<file path="src/rtl/odm_pkg.sv">
// Shared types and constants for the orientation deviation monitor.
// No dependencies; every other file imports this package.
`timescale 1ns / 1ps
`default_nettype none

package odm_pkg;

	localparam int FRAC_BITS   = 4;
	localparam int TIME_BITS   = 32;
	localparam int ANG_W       = 13;
	localparam int DEV_W       = 12;
	localparam int LIMIT_W     = 14;
	localparam int STABLE_W    = 13;
	localparam int HOLD_W      = 16;
	localparam int CFG_IDX_W   = 3;
	localparam int CFG_DATA_W  = 16;
	localparam int FULL_CIRCLE = 360 << FRAC_BITS;

	typedef enum logic [1:0] {
		FN_SAMPLE  = 2'd0,
		FN_CAPTURE = 2'd1,
		FN_BEGIN   = 2'd2,
		FN_END     = 2'd3
	} func_t;

	localparam logic [1:0] AXIS_NONE = 2'd0;
	localparam logic [1:0] AXIS_X    = 2'd1;
	localparam logic [1:0] AXIS_Y    = 2'd2;
	localparam logic [1:0] AXIS_Z    = 2'd3;

	localparam logic [CFG_IDX_W-1:0] REG_LIMIT_X      = 3'd0;
	localparam logic [CFG_IDX_W-1:0] REG_LIMIT_Y      = 3'd1;
	localparam logic [CFG_IDX_W-1:0] REG_LIMIT_Z      = 3'd2;
	localparam logic [CFG_IDX_W-1:0] REG_WATCHED_AXIS = 3'd3;
	localparam logic [CFG_IDX_W-1:0] REG_STABLE_LIMIT = 3'd4;
	localparam logic [CFG_IDX_W-1:0] REG_HOLD_MS      = 3'd5;

	typedef struct packed {
		logic signed [LIMIT_W-1:0] limit_x;
		logic signed [LIMIT_W-1:0] limit_y;
		logic signed [LIMIT_W-1:0] limit_z;
		logic [1:0]                watched_axis;
		logic [STABLE_W-1:0]       stable_limit;
		logic [HOLD_W-1:0]         hold_ms;
	} cfg_t;

	typedef struct packed {
		func_t                func;
		logic [TIME_BITS-1:0] time_ms;
		logic [ANG_W-1:0]     ang_x;
		logic [ANG_W-1:0]     ang_y;
		logic [ANG_W-1:0]     ang_z;
	} item_t;

	typedef struct packed {
		logic [DEV_W-1:0] dev_x;
		logic [DEV_W-1:0] dev_y;
		logic [DEV_W-1:0] dev_z;
		logic             alarm_hit;
		logic [1:0]       alarm_axis;
		logic             exercise_done;
		logic             buzzer_on;
	} res_t;

endpackage

`default_nettype wire

</file>
<file path="src/rtl/odm_fold.sv">
// Folds the three incoming angles into the range 0 .. full circle - 1.
// Depends on odm_pkg.
`timescale 1ns / 1ps
`default_nettype none

module odm_fold (
	input  wire logic        [odm_pkg::ANG_W-1:0]   angle_x,
	input  wire logic signed [odm_pkg::ANG_W:0]     angle_y,
	input  wire logic signed [odm_pkg::ANG_W:0]     angle_z,
	output logic             [odm_pkg::ANG_W-1:0]   fold_x,
	output logic             [odm_pkg::ANG_W-1:0]   fold_y,
	output logic             [odm_pkg::ANG_W-1:0]   fold_z
);
	import odm_pkg::*;

	localparam logic [ANG_W-1:0]        FULL_U = ANG_W'(FULL_CIRCLE);
	localparam logic signed [ANG_W+1:0] FULL_S = (ANG_W+2)'(FULL_CIRCLE);

	function automatic logic [ANG_W-1:0] fold_signed(input logic signed [ANG_W:0] a);
		logic signed [ANG_W+1:0] t0;
		logic signed [ANG_W+1:0] t1;
		logic signed [ANG_W+1:0] t2;
		logic signed [ANG_W+1:0] t3;
		t0 = {a[ANG_W], a};
		t1 = t0[ANG_W+1] ? t0 + FULL_S : t0;
		t2 = t1[ANG_W+1] ? t1 + FULL_S : t1;
		t3 = (t2 >= FULL_S) ? t2 - FULL_S : t2;
		return t3[ANG_W-1:0];
	endfunction

	always_comb begin
		fold_x = (angle_x >= FULL_U) ? angle_x - FULL_U : angle_x;
		fold_y = fold_signed(angle_y);
		fold_z = fold_signed(angle_z);
	end

endmodule

`default_nettype wire

</file>
<file path="src/rtl/odm_track.sv">
// Origin, kept angles and stability machine, with the deviation and alarm
// logic that produces one result per stepped item. Depends on odm_pkg.
`timescale 1ns / 1ps
`default_nettype none

module odm_track (
	input  wire logic           clk,
	input  wire logic           arst_n,
	input  wire logic           step,
	input  wire odm_pkg::item_t item,
	input  wire odm_pkg::cfg_t  cfg,
	output odm_pkg::res_t       res
);
	import odm_pkg::*;

	typedef enum logic [2:0] {
		PH_IDLE = 3'b001,
		PH_RUN  = 3'b010,
		PH_DONE = 3'b100
	} phase_t;

	localparam logic [ANG_W-1:0] FULL_U = ANG_W'(FULL_CIRCLE);

	phase_t               phase_q, phase_n, phase_c;
	logic [ANG_W-1:0]     org_x_q, org_y_q, org_z_q;
	logic [ANG_W-1:0]     last_x_q, last_y_q, last_z_q;
	logic [TIME_BITS-1:0] since_q, since_n;
	logic [ANG_W-1:0]     lx, ly, lz, ox, oy, oz, onx, ony, onz;
	logic [DEV_W-1:0]     dx, dy, dz, dsel;
	logic                 sample, stable, completed, hit;
	logic signed [LIMIT_W-1:0] lim;
	logic [TIME_BITS-1:0] elapsed;

	function automatic logic [DEV_W-1:0] circ_dev(input logic [ANG_W-1:0] a,
			input logic [ANG_W-1:0] o);
		logic [ANG_W-1:0] d;
		logic [ANG_W-1:0] other;
		d = (a >= o) ? a - o : o - a;
		other = FULL_U - d;
		return (d < other) ? d[DEV_W-1:0] : other[DEV_W-1:0];
	endfunction

	always_comb begin
		sample = (item.func == FN_SAMPLE);
		lx = sample ? item.ang_x : last_x_q;
		ly = sample ? item.ang_y : last_y_q;
		lz = sample ? item.ang_z : last_z_q;
		if (item.func == FN_CAPTURE) begin
			ox = last_x_q;
			oy = last_y_q;
			oz = last_z_q;
		end else begin
			ox = org_x_q;
			oy = org_y_q;
			oz = org_z_q;
		end
		case (item.func)
			FN_BEGIN: phase_c = PH_RUN;
			FN_END:   phase_c = PH_IDLE;
			default:  phase_c = phase_q;
		endcase

		dx = circ_dev(lx, ox);
		dy = circ_dev(ly, oy);
		dz = circ_dev(lz, oz);

		stable  = ({1'b0, dx} < cfg.stable_limit) && ({1'b0, dy} < cfg.stable_limit) &&
			({1'b0, dz} < cfg.stable_limit);
		elapsed = item.time_ms - since_q;

		phase_n   = phase_c;
		onx       = ox;
		ony       = oy;
		onz       = oz;
		since_n   = since_q;
		completed = 1'b0;
		if (sample && phase_q != PH_DONE) begin
			if (phase_q == PH_RUN && stable) begin
				if (elapsed > TIME_BITS'(cfg.hold_ms)) begin
					phase_n   = PH_DONE;
					completed = 1'b1;
				end
			end else begin
				onx     = lx;
				ony     = ly;
				onz     = lz;
				since_n = item.time_ms;
			end
		end

		case (cfg.watched_axis)
			AXIS_X: begin
				lim  = cfg.limit_x;
				dsel = dx;
			end
			AXIS_Y: begin
				lim  = cfg.limit_y;
				dsel = dy;
			end
			AXIS_Z: begin
				lim  = cfg.limit_z;
				dsel = dz;
			end
			default: begin
				lim  = cfg.limit_x;
				dsel = dx;
			end
		endcase
		hit = (cfg.watched_axis != AXIS_NONE) && !lim[LIMIT_W-1] &&
			({1'b0, dsel} >= lim[LIMIT_W-2:0]);

		res.dev_x         = dx;
		res.dev_y         = dy;
		res.dev_z         = dz;
		res.alarm_hit     = hit;
		res.alarm_axis    = hit ? cfg.watched_axis : AXIS_NONE;
		res.exercise_done = (phase_n == PH_DONE);
		res.buzzer_on     = hit | completed;
	end

	always_ff @(posedge clk or negedge arst_n) begin
		if (!arst_n) begin
			phase_q  <= PH_IDLE;
			org_x_q  <= '0;
			org_y_q  <= '0;
			org_z_q  <= '0;
			last_x_q <= '0;
			last_y_q <= '0;
			last_z_q <= '0;
			since_q  <= '0;
		end else if (step) begin
			phase_q  <= phase_n;
			org_x_q  <= onx;
			org_y_q  <= ony;
			org_z_q  <= onz;
			last_x_q <= lx;
			last_y_q <= ly;
			last_z_q <= lz;
			since_q  <= since_n;
		end
	end

	a_phase_onehot: assert property (@(posedge clk) disable iff (!arst_n)
		$onehot(phase_q))
		else $error("stability phase lost its one-hot code");

	a_completion_sticks: assert property (@(posedge clk) disable iff (!arst_n)
		step && res.buzzer_on && !res.alarm_hit |=> phase_q == PH_DONE)
		else $error("completion signalled without entering the completed phase");

	a_capture_origin: assert property (@(posedge clk) disable iff (!arst_n)
		step && item.func == FN_CAPTURE |=>
			org_x_q == last_x_q && org_y_q == last_y_q && org_z_q == last_z_q)
		else $error("origin does not match kept angles after a capture");

	a_idle_restart: assert property (@(posedge clk) disable iff (!arst_n)
		step && item.func == FN_SAMPLE && phase_q == PH_IDLE |=>
			since_q == $past(item.time_ms))
		else $error("start time not re-captured while idle");

endmodule

`default_nettype wire

</file>
<file path="src/rtl/orientation_deviation_monitor.sv">
// Top level of the orientation deviation monitor: request handshakes,
// configuration registers, input and result registers. Uses odm_pkg, odm_fold
// and odm_track.
`timescale 1ns / 1ps
`default_nettype none

// Each request carries a command and three Euler angles in 1/16 degree; one
// result comes back per request, with the circular deviation of each axis from
// the stored origin, the alarm flag for the watched axis and the state of the
// stability check. The block takes one request per clock cycle unless the input
// stalls; the folded angles are registered on entry, and deviations, alarm and
// stability update are computed combinationally from that register into the
// result register, which drives the outputs. The input stalls only when both
// registers are full and the receiver is not ready. Configuration writes must
// only be issued while no request is in flight.
module orientation_deviation_monitor (
	input  wire logic                                 clk,
	input  wire logic                                 arst_n,
	input  wire logic                                 in_valid,
	output logic                                      in_ready,
	input  wire logic [1:0]                           func,
	input  wire logic [31:0]                          time_ms,
	input  wire logic [odm_pkg::ANG_W-1:0]            angle_x,
	input  wire logic signed [odm_pkg::ANG_W:0]       angle_y,
	input  wire logic signed [odm_pkg::ANG_W:0]       angle_z,
	output logic                                      out_valid,
	input  wire logic                                 out_ready,
	output logic [odm_pkg::DEV_W-1:0]                 dev_x,
	output logic [odm_pkg::DEV_W-1:0]                 dev_y,
	output logic [odm_pkg::DEV_W-1:0]                 dev_z,
	output logic                                      alarm_hit,
	output logic [1:0]                                alarm_axis,
	output logic                                      exercise_done,
	output logic                                      buzzer_on,
	input  wire logic                                 cfg_we,
	input  wire logic [odm_pkg::CFG_IDX_W-1:0]        cfg_index,
	input  wire logic [odm_pkg::CFG_DATA_W-1:0]       cfg_data
);
	import odm_pkg::*;

	cfg_t             cfg_q;
	item_t            item_s1;
	res_t             res_c, res_s2;
	logic             valid_s1, valid_s2;
	logic             adv, s2_free;
	logic [ANG_W-1:0] fx, fy, fz;

	odm_fold u_fold (
		.angle_x (angle_x),
		.angle_y (angle_y),
		.angle_z (angle_z),
		.fold_x  (fx),
		.fold_y  (fy),
		.fold_z  (fz)
	);

	odm_track u_track (
		.clk    (clk),
		.arst_n (arst_n),
		.step   (adv),
		.item   (item_s1),
		.cfg    (cfg_q),
		.res    (res_c)
	);

	assign s2_free  = !valid_s2 || out_ready;
	assign adv      = valid_s1 && s2_free;
	assign in_ready = !valid_s1 || s2_free;

	always_ff @(posedge clk or negedge arst_n) begin
		if (!arst_n) begin
			cfg_q.limit_x      <= LIMIT_W'(240);
			cfg_q.limit_y      <= LIMIT_W'(240);
			cfg_q.limit_z      <= LIMIT_W'(240);
			cfg_q.watched_axis <= AXIS_NONE;
			cfg_q.stable_limit <= STABLE_W'(240);
			cfg_q.hold_ms      <= HOLD_W'(4000);
		end else if (cfg_we) begin
			case (cfg_index)
				REG_LIMIT_X:      cfg_q.limit_x      <= cfg_data[LIMIT_W-1:0];
				REG_LIMIT_Y:      cfg_q.limit_y      <= cfg_data[LIMIT_W-1:0];
				REG_LIMIT_Z:      cfg_q.limit_z      <= cfg_data[LIMIT_W-1:0];
				REG_WATCHED_AXIS: cfg_q.watched_axis <= cfg_data[1:0];
				REG_STABLE_LIMIT: cfg_q.stable_limit <= cfg_data[STABLE_W-1:0];
				REG_HOLD_MS:      cfg_q.hold_ms      <= cfg_data[HOLD_W-1:0];
				default: ;
			endcase
		end
	end

	always_ff @(posedge clk or negedge arst_n) begin
		if (!arst_n) begin
			valid_s1 <= 1'b0;
			valid_s2 <= 1'b0;
		end else begin
			if (in_ready) begin
				valid_s1 <= in_valid;
			end
			if (s2_free) begin
				valid_s2 <= valid_s1;
			end
		end
	end

	always_ff @(posedge clk) begin
		if (in_valid && in_ready) begin
			item_s1.func    <= func_t'(func);
			item_s1.time_ms <= time_ms[TIME_BITS-1:0];
			item_s1.ang_x   <= fx;
			item_s1.ang_y   <= fy;
			item_s1.ang_z   <= fz;
		end
		if (adv) begin
			res_s2 <= res_c;
		end
	end

	assign out_valid     = valid_s2;
	assign dev_x         = res_s2.dev_x;
	assign dev_y         = res_s2.dev_y;
	assign dev_z         = res_s2.dev_z;
	assign alarm_hit     = res_s2.alarm_hit;
	assign alarm_axis    = res_s2.alarm_axis;
	assign exercise_done = res_s2.exercise_done;
	assign buzzer_on     = res_s2.buzzer_on;

	a_no_overwrite: assert property (@(posedge clk) disable iff (!arst_n)
		valid_s2 && !out_ready |=> valid_s2 && $stable(res_s2))
		else $error("pending result was overwritten");

	a_s1_holds: assert property (@(posedge clk) disable iff (!arst_n)
		valid_s1 && !adv |=> valid_s1)
		else $error("stalled request dropped from the input register");

	a_alarm_axis: assert property (@(posedge clk) disable iff (!arst_n)
		valid_s2 |-> (alarm_hit == (alarm_axis != AXIS_NONE)))
		else $error("alarm axis inconsistent with alarm flag");

endmodule

`default_nettype wire

</file>
<file path="config.mk">
export PLATFORM = sky130hd
export DESIGN_NAME = orientation_deviation_monitor
export DESIGN_NICKNAME = d
export VERILOG_FILES = /design/src/rtl/odm_pkg.sv /design/src/rtl/odm_fold.sv /design/src/rtl/odm_track.sv /design/src/rtl/orientation_deviation_monitor.sv
export SDC_FILE = /design/constraint.sdc
export NUM_CORES = 1
export LEC_CHECK = 0
export BUFFER_PORTS_ARGS = -buffer_cell sky130_fd_sc_hd__buf_2
export CAP_MARGIN = 20
export CORE_UTILIZATION = 63
export CTS_CLUSTER_DIAMETER = 120
export DETAILED_ROUTE_END_ITERATION = 8
export PLACE_DENSITY = 0.82
export SLEW_MARGIN = 20
export SYNTH_ARGS = -nofsm -noshare
export SYNTH_HDL_FRONTEND = slang
export SYNTH_SLANG_ARGS = --single-unit
</file>
<file path="constraint.sdc">
create_clock -name clk -period 11.5 [get_ports clk]
set_input_delay 1.15 -clock clk [delete_from_list [all_inputs] [get_ports clk]]
set_output_delay 1.15 -clock clk [all_outputs]
set_load 0.005 [all_outputs]
</file>
# == After elaboration in Yosys (flattened, before gate mapping) ==
# Cells that the tools add are included.
# op_classes
addsub,17
n_div,0
n_eq_ne,13
n_lt_le_gt_ge,14
multipliers,0
n_mux,34
n_shift,0
bitwise_logic,2
reduce_logical,23
# ops
op,n
13-bit two-way mux,18
13-bit subtractor,6
15-bit two-way mux,4
13-bit >= comparator,3
12-bit by 13-bit less-than comparator with 1-bit output,3
13-bit less-than comparator,3
"13-bit subtractor, first input constant",3
"13-bit subtractor, second input constant",3
12-bit two-way mux,3
32-bit by 16-bit > comparator with 1-bit output,1
32-bit subtractor,1
"14-bit by 14-bit adder with 15-bit output, second input constant",2
"15-bit by 14-bit adder with 15-bit output, second input constant",2
"15-bit by 14-bit >= comparator with 1-bit output, second input constant",2
14-bit one-hot mux with 2 select lines,1
12-bit one-hot mux with 2 select lines,1
12-bit by 13-bit >= comparator with 1-bit output,1
"13-bit >= comparator, second input constant",1
2-bit AND reduction,6
"3-bit by 2-bit equality test with 1-bit output, second input constant",3
"3-bit equality test, second input constant",3
3-bit two-way mux,3
"2-bit equality test, second input constant",4
1-bit logical AND,8
other kinds (13),18
# word_totals
word_cells,131
input_bits,99
latch_bits,0
mem_bits_rw,0
n_memories,0
out_inout_bits,43
register_bits,302
mem_bits_ro,0

# == Logic depth before layout (Yosys ltp) ==
# Gate-level depths: netlist of run 1.
# depth
depth_word,14
depth_mapped,48

# == Hierarchy ==
# From an unflattened synthesis of run 1, not the netlist that was laid out.
# unflattened
hier_cells,2363
area_unflattened_um2,23077.1
# by_module_without_submodules
mod,n_inst,area_each_um2,cells_each
odm_track,1,15268.4,1873
orientation_deviation_monitor,1,6317.3,281
odm_fold,1,1491.4,209

# == Worst setup path after synthesis of run 1 ==
# No wires, ideal clock.
# synth_timing
path_type,reg-to-reg
start,reg item_s1[72] (netlist name)
end,reg u_track.since_q[1]
period_less_slack_ns,9.544
t_required_ns,11.366
arrival_ns,9.410
path_slack_ns,1.956
setup_ns,0.134
stages_incl_launch_ff,46
path_cell_list,edfxtp_1 -> buf_6 -> buf_2 -> nor2b_1 -> clkbuf_1 -> buf_1 -> clkbuf_1 -> mux2i_1 -> ha_1 -> clkbuf_1 -> a211oi_1 -> and2_1 -> a221oi_2 -> a211oi_2 -> clkbuf_1 -> nand2_1 -> and2_1 -> ha_1 -> [... 10 more ...] -> ha_1 -> a21boi_0 -> o21a_1 -> o21a_1 -> o21a_1 -> o21a_1 -> o21a_1 -> o21a_1 -> o21ai_0 -> a21oi_1 -> nor4b_1 -> o21ai_0 -> o211a_1 -> clkbuf_1 -> clkbuf_1 -> buf_1 -> nand3_1 -> o21ai_0
# synth_rtl
item,line,text
from (decl),orientation_deviation_monitor.sv:42,item_t item_s1;
to (signal assigned),odm_track.sv:139,since_q <= since_n;
to (decl),odm_track.sv:27,"logic [TIME_BITS-1:0] since_q, since_n;"

==> reports/results.tsv, run 1 <==
stage	metric	value	unit
routing	via count	18700	
clock_tree	CTS tree	done	
timing	endpoints failing hold	0	
worst_setup_path	CP max-delay cell	edfxtp_1	
routing	ANT nets after route	0	
layout	nets	2730	
clock_tree	clk sinks	302	
synth	Post-synth ARST share	62.3	%
worst_setup_path	reg2reg end	u_track.since_q[18]	
global_routing	vias in the first global route	17800	
placed_design	Detail Placement HPWL	42000	um
synth	Syn Area/Cell	9.57	um2
timing	Slew @ Worst Pin	1.03	ns
floorplanning	Die Ht	190	um
routing	initial DRC count	1478	
timing	Final Setup Violations	0	
routing	vias per inst	6.39	
synth	register bit total from synthesis	302	
synth	mapped cell area	0.0223	mm2
placed_design	placer congestion estimate	0.998	
routing	final WL	57400	um
global_routing	initial antenna violation count	1	
clock_tree	worst-skew pair later-pin latency	0.57	ns
worst_setup_path	CP arrival	11.08	ns
global_routing	Total Routing Usage GR	31.9	%
global_routing	largest net degree at the start of global routing	108	
job	max-cap viol count	0	
global_routing	total gr overflow	0	
worst_setup_path	Worst Reg-to-Reg Cells	35	
synth	Most used DFF post-synth	dfrtp_1	
timing	crit share post-route	92.3	%
timing	Slew HR	31.4	%
timing	RSZ-0062 raised after global routing	no	
synth	Synth Area in Compound Gates	20.3	%
worst_setup_path	Worst path depth	35	
routing	DR WL/cell	19.6	um
worst_setup_path	CP Data Required Time	11.96	ns
timing	Setup TNS	0	ns
layout	P&R area growth vs syn	11.1	%
worst_setup_path	CP most frequent cell	o21a_1	
placed_design	port bufs	141	
layout	antenna fix cells	0	
floorplanning	die area	0.0361	mm2
clock_tree	Clock Path Buffers	3	
worst_setup_path	crit-path max FO	27	
status	status	completed	
clock_tree	htree depth	2	
routing	Pre-antenna DRT Iters	6	
synth	Post-synth EDFFs	114	
synth	Netlist cell types	109	
worst_setup_path	Critical Path Source Type	flop	
floorplanning	initial core utilization	64.3	%
clock_tree	root buffer cell	clkbuf_16	
worst_setup_path	Worst Setup End Kind	flop	
synth	Post-Synthesis Cells	2326	
timing	min Tclk post-route	10.62	ns
clock_tree	Clk pin slew, worst setup/hold paths	0.06	ns
worst_setup_path	CP endpoint	u_track.since_q[18]	
synth	YS warnings	0	
synth	sequential share of the synthesized area	36.6	%
timing	fmax	94.2	MHz
routing	DRC Markers	0	
timing	skew final	0.0222	ns
worst_setup_path	Worst setup startpoint	item_s1[72]	
layout	final instance area	0.0247	mm2
worst_setup_path	CP Class	flop to flop	
placed_design	Post-DP Area	0.0234	mm2
worst_setup_path	Critical path buffers and inverters	2	
timing	Slew Limit Fails	0	
synth	syn nets	2609	
floorplanning	row count	68	
worst_hold_path	Hold WC Path Type	flop to flop	
clock_tree	total CTS buffers	35	
floorplanning	I/O Pins	142	
synth	xor/xnor cell area share of the yosys netlist	4.33	%
floorplanning	Die X	190	um
worst_setup_path	Crit path max-delay family	compound AO/OA/AOI/OAI gates	
synth	area share of and/or/nand/nor cells after synthesis	13.9	%
global_routing	first-pass GRT wire length	92700	um
synth	Synth Area in Adders	10.4	%
worst_setup_path	CP max stage delay	0.79	ns
synth	multiplexer area fraction after synthesis	9.22	%
worst_setup_path	worst flop-to-flop path startpoint	item_s1[72]	
worst_setup_path	r2r setup slk	0.88	ns
synth	main combinational cell family by area after synthesis	compound AO/OA/AOI/OAI gates	
floorplanning	Core Footprint	0.0346	mm2
layout	most frequent cells in the layout	inv_1, ha_1, dfrtp_1	
layout	share of post-route cells with drive strength above 1	16.5	%
layout	commonest non-fill, non-tap cell in the layout	inv_1	
area by class of cell:
type,count,area (um2)
clock buffers,44,971
clock inverters,20,194
fillers,2588,9890
inverters,190,713
multi-input cells,1729,13000
flip-flops and latches,302,8160
well taps,455,569
repair buffers,189,1100
state kept, by name (all words and copies together), names as in the netlist, 13 cells and up:
name,count
u_track.since_q,32
u_track.last_z_q,13
u_track.last_y_q,13
cfg_q,73
u_track.org_y_q,13
u_track.org_x_q,13
u_track.org_z_q,13
u_track.last_x_q,13
item_s1,73
metal layers:
layer | track usage, % | share of wire [%]
met4 | 10.3 | 2.8
met3 | 5.31 | 6.9
met5 | 0 | 0
met1 | 43.9 | 44
met2 | 51.2 | 46
metrics by stage:
stage	std cells	worst slack, ns	hold slack (ns)	util (%)
after floorplan	2326	1.96	0.457	-
after global placement	2849	0.778	0.482	67.6
after detailed placement	2849	0.447	0.495	67.6
after CTS	2913	0.348	0.506	71.0
after global routing	2929	0.142	0.522	71.4
final	2929	0.883	0.507	71.4
cells in the mapped netlist (16+ instances only):
cell	number	area share [%]
a221o_1	44	2.0
nor2b_1	30	0.84
inv_1	188	3.2
nor3_1	76	1.7
nand3_1	53	1.2
a21o_1	81	2.7
nand2b_1	32	0.90
and2_1	16	0.45
nand2_1	118	2.0
o21ai_0	134	3.0
nand4_1	17	0.48
xor2_1	52	2.0
mux2i_1	110	4.9
clkbuf_1	69	1.2
o21a_1	47	1.6
o211ai_1	16	0.54
buf_1	22	0.37
a21oi_1	123	2.8
xnor2_1	53	2.1
a21boi_0	16	0.54
a211oi_1	18	0.61
ha_1	181	10
dfrtp_1	165	19
dfstp_2	23	2.7
mux2_2	81	4.1
nor2_1	143	2.4
edfxtp_1	114	15
a31oi_1	21	0.59
how the worst min path moves through the flow:
stage / start / cells after the start / slack [ns] / end
after detailed placement: u_track.last_y_q[10] / 1 / 0.49 / u_track.last_y_q[10]
after global routing: u_track.last_y_q[8] / 1 / 0.52 / u_track.last_y_q[8]
final: u_track.last_y_q[10] / 1 / 0.51 / u_track.last_y_q[10]
after floorplan: valid_s1 / 1 / 0.46 / out_valid
after global placement: u_track.last_y_q[12] / 1 / 0.48 / u_track.last_y_q[12]
after CTS: u_track.last_y_q[10] / 1 / 0.51 / u_track.last_y_q[10]
cells by family (layout without fill, tap and decap cells):
kind of cell	Yosys count	count (layout)
fa+ha+maj	184	184
xor+xnor	107	107
buf+inv	296	443
mux	194	194
simple gates	598	599
flops	302	302
compound gates	645	645
repair_timing:
item                                    in CTS  in global routing
endpoints found under the setup margin       0                 71
buffers inserted                             0                 15
gates resized for setup                      0                  3
hold buffers                                 0                  0
endpoints found under the hold margin        0                  0
Power of run 1 is left out: the tool's default activity adds up to more than one toggle a clock period on the data nets, which glitch-free logic cannot reach.
==> inputs of run 2 (changes only) <==
--- a/config.mk
+++ b/config.mk
@@ -11,6 +11,7 @@
 export CTS_CLUSTER_DIAMETER = 120
 export DETAILED_ROUTE_END_ITERATION = 8
 export PLACE_DENSITY = 0.82
+export REMOVE_ABC_BUFFERS = 1
 export SLEW_MARGIN = 20
 export SYNTH_ARGS = -nofsm -noshare
 export SYNTH_HDL_FRONTEND = slang
==> run 2 against run 1 <==
Against the previous run: non-clock buffer count is 8 lower; global-route usage is 0.56 points higher; maximum frequency is 0.16% lower; via count is 0.18% lower; largest cell class unchanged.
==> reports/results.tsv, run 2 (synthesis results as in run 1) <==
stage	metric	value	unit	change
timing	Slew HR	31.2	%	-0.27 points
timing	min Tclk post-route	10.63	ns	+0.0170 ns
placed_design	Inst Count DP	2848		-0.035%
clock_tree	Clock Path Buffers	3		unchanged
timing	RSZ-0062 raised after global routing	no		
timing	Final Setup Violations	0		unchanged
worst_setup_path	Critical Path Source Type	flop		
clock_tree	clk sinks	302		unchanged
layout	final instance area	0.0246	mm2	-0.45%
layout	share of post-route cells with drive strength above 1	16.1	%	-0.37 points
placed_design	Post-DP Area	0.0234	mm2	about the same
clock_tree	Clk pin slew, worst setup/hold paths	0.06	ns	about the same
clock_tree	CTS tree	done		
clock_tree	Post-CTS Hold Fix Bufs	0		unchanged
clock_tree	worst-skew pair later-pin latency	0.54	ns	-0.03 ns
clock_tree	root buffer cell	clkbuf_16		
worst_setup_path	CP max stage delay	0.77	ns	-0.02 ns
layout	Final Non-Filler Cells	2918		-0.38%
timing	fmax	94.0	MHz	-0.16%
worst_setup_path	CP arrival	11.03	ns	-0.05 ns
worst_setup_path	CP most frequent cell	o21a_1		
worst_setup_path	CP Class	flop to flop		
global_routing	largest net degree at the start of global routing	92		-15%
worst_setup_path	Critical path buffers and inverters	4		+2
floorplanning	die area	0.0361	mm2	unchanged
floorplanning	row count	68		unchanged
floorplanning	Die Ht	190	um	unchanged
timing	Slew @ Worst Pin	1.03	ns	+0.00398 ns
timing	endpoints failing hold	0		unchanged
layout	biggest regs	cfg_q (73), item_s1 (73), u_track.since_q (32)		
routing	final WL	58600	um	+2.0%
layout	antenna fix cells	0		unchanged
timing	final worst slack	0.866	ns	-0.0170 ns
floorplanning	I/O Pins	142		unchanged
placed_design	Detail Placement HPWL	43300	um	+2.9%
floorplanning	initial core utilization	64.3	%	unchanged
global_routing	total gr overflow	0		unchanged
timing	skew final	0.0208	ns	-0.00143 ns
routing	initial DRC count	1614		+9.2%
clock_tree	CTS resizes	0		unchanged
timing	WHS	0.503	ns	-0.00392 ns
clock_tree	total CTS buffers	34		-2.9%
worst_setup_path	Worst Setup End Kind	flop		
routing	vias per inst	6.40		+0.19%
placed_design	post-place setup slack	0.628	ns	+0.181 ns
worst_setup_path	CP Data Required Time	11.90	ns	-0.06 ns
timing	crit share post-route	92.5	%	+0.15 points
worst_hold_path	Hold WC Path Type	flop to flop		
routing	ANT nets after route	0		unchanged
placed_design	placer congestion estimate	0.970		-2.8%
job	max-cap viol count	0		unchanged
routing	Pre-antenna DRT Iters	5		-1
global_routing	initial antenna violation count	0		-1
layout	commonest non-fill, non-tap cell in the layout	inv_1		
layout	most frequent cells in the layout	inv_1, ha_1, dfrtp_1		
worst_setup_path	CP max-delay cell	xnor2_1		
timing	Slew Limit Fails	0		unchanged
layout	nets	2720		-0.37%
routing	DRC Markers	0		unchanged
global_routing	first-pass GRT wire length	94500	um	+2.0%
clock_tree	htree depth	2		unchanged
placed_design	port bufs	141		unchanged
worst_setup_path	Crit path max-delay family	compound AO/OA/AOI/OAI gates		
status	status	completed		
worst_setup_path	crit-path max FO	76		+180%
clock_tree	Post-CTS Setup Bufs	0		unchanged
layout	P&R area growth vs syn	10.6	%	
global_routing	Total Routing Usage GR	32.5	%	+0.56 points
global_routing	vias in the first global route	18300		+2.5%
routing	via count	18700		-0.18%
floorplanning	Die X	190	um	unchanged
layout	# fillers	2573		-0.58%
floorplanning	Core Footprint	0.0346	mm2	unchanged
routing	DR WL/cell	20.1	um	+2.4%
[run 2: cell types whose count changed in the layout (fill, tap and decap cells not counted), sizes merged]
cell / previous run / this run
clkbuf: 45 / 52
buf: 188 / 180
clkinv: 17 / 7
inv: 190 / 191
nor2b: 31 / 30
[run 2: stage by stage]
step | util (%) | TNS (ns)
2_1_floorplan | - | -108.80
3_3_place_gp | 67.6 | 0
3_5_place_dp | 67.6 | 0
4_1_cts | 70.9 | 0
5_1_grt | 71.1 | 0
6_report | 71.1 | 0
[run 2: routing by layer]
| layer | GRT usage (%) | vias to the layer above | routed length, um |
|---|---|---|---|
| met3 | 4.17 | 103 | 3660 |
| li1 | - | 8780 | - |
| met4 | 9.43 | 0 | 1340 |
| met5 | 0 | - | 0 |
| met2 | 53.5 | 670 | 27600 |
| met1 | 44.7 | 9127 | 26000 |
[run 2: cell type report]
type | count | area (um2) | share of cell area (%)
clock inverter | 11 | 129 | 0.523
multi-input combinational | 1728 | 13000 | 52.8
sequential | 302 | 8160 | 33.1
inverter | 190 | 713 | 2.90
clock buffer | 51 | 1030 | 4.17
tap | 455 | 569 | 2.31
timing repair buffer | 181 | 1030 | 4.17
[run 2: worst paths after layout]
check	startpoint	to	slack [ns]	cells after the start
worst min register to register	u_track.last_x_q[0]	u_track.last_x_q[0]	0.50	1
worst max-delay path	item_s1[72]	u_track.org_y_q[12]	0.87	38
max in group asynchronous	arst_n	cfg_q[12]	9.57	2
worst max register to register	item_s1[72]	u_track.org_y_q[12]	0.87	38
worst min-delay path	u_track.last_x_q[0]	u_track.last_x_q[0]	0.50	1
min in group asynchronous	arst_n	u_track.org_y_q[12]	0.60	1
[run 2: worst register-to-register path: cells and delay by family (launching register included)]
| family | cells | cell delay, ns |
|---|---|---|
| flops | 1 | 0.70 |
| mux | 2 | 0.46 |
| fa+ha+maj | 3 | 1.09 |
| compound gates | 20 | 4.44 |
| simple gates | 8 | 1.74 |
| buf+inv | 4 | 1.32 |
| xor+xnor | 1 | 0.77 |
Power of run 2 is left out for the same reason.
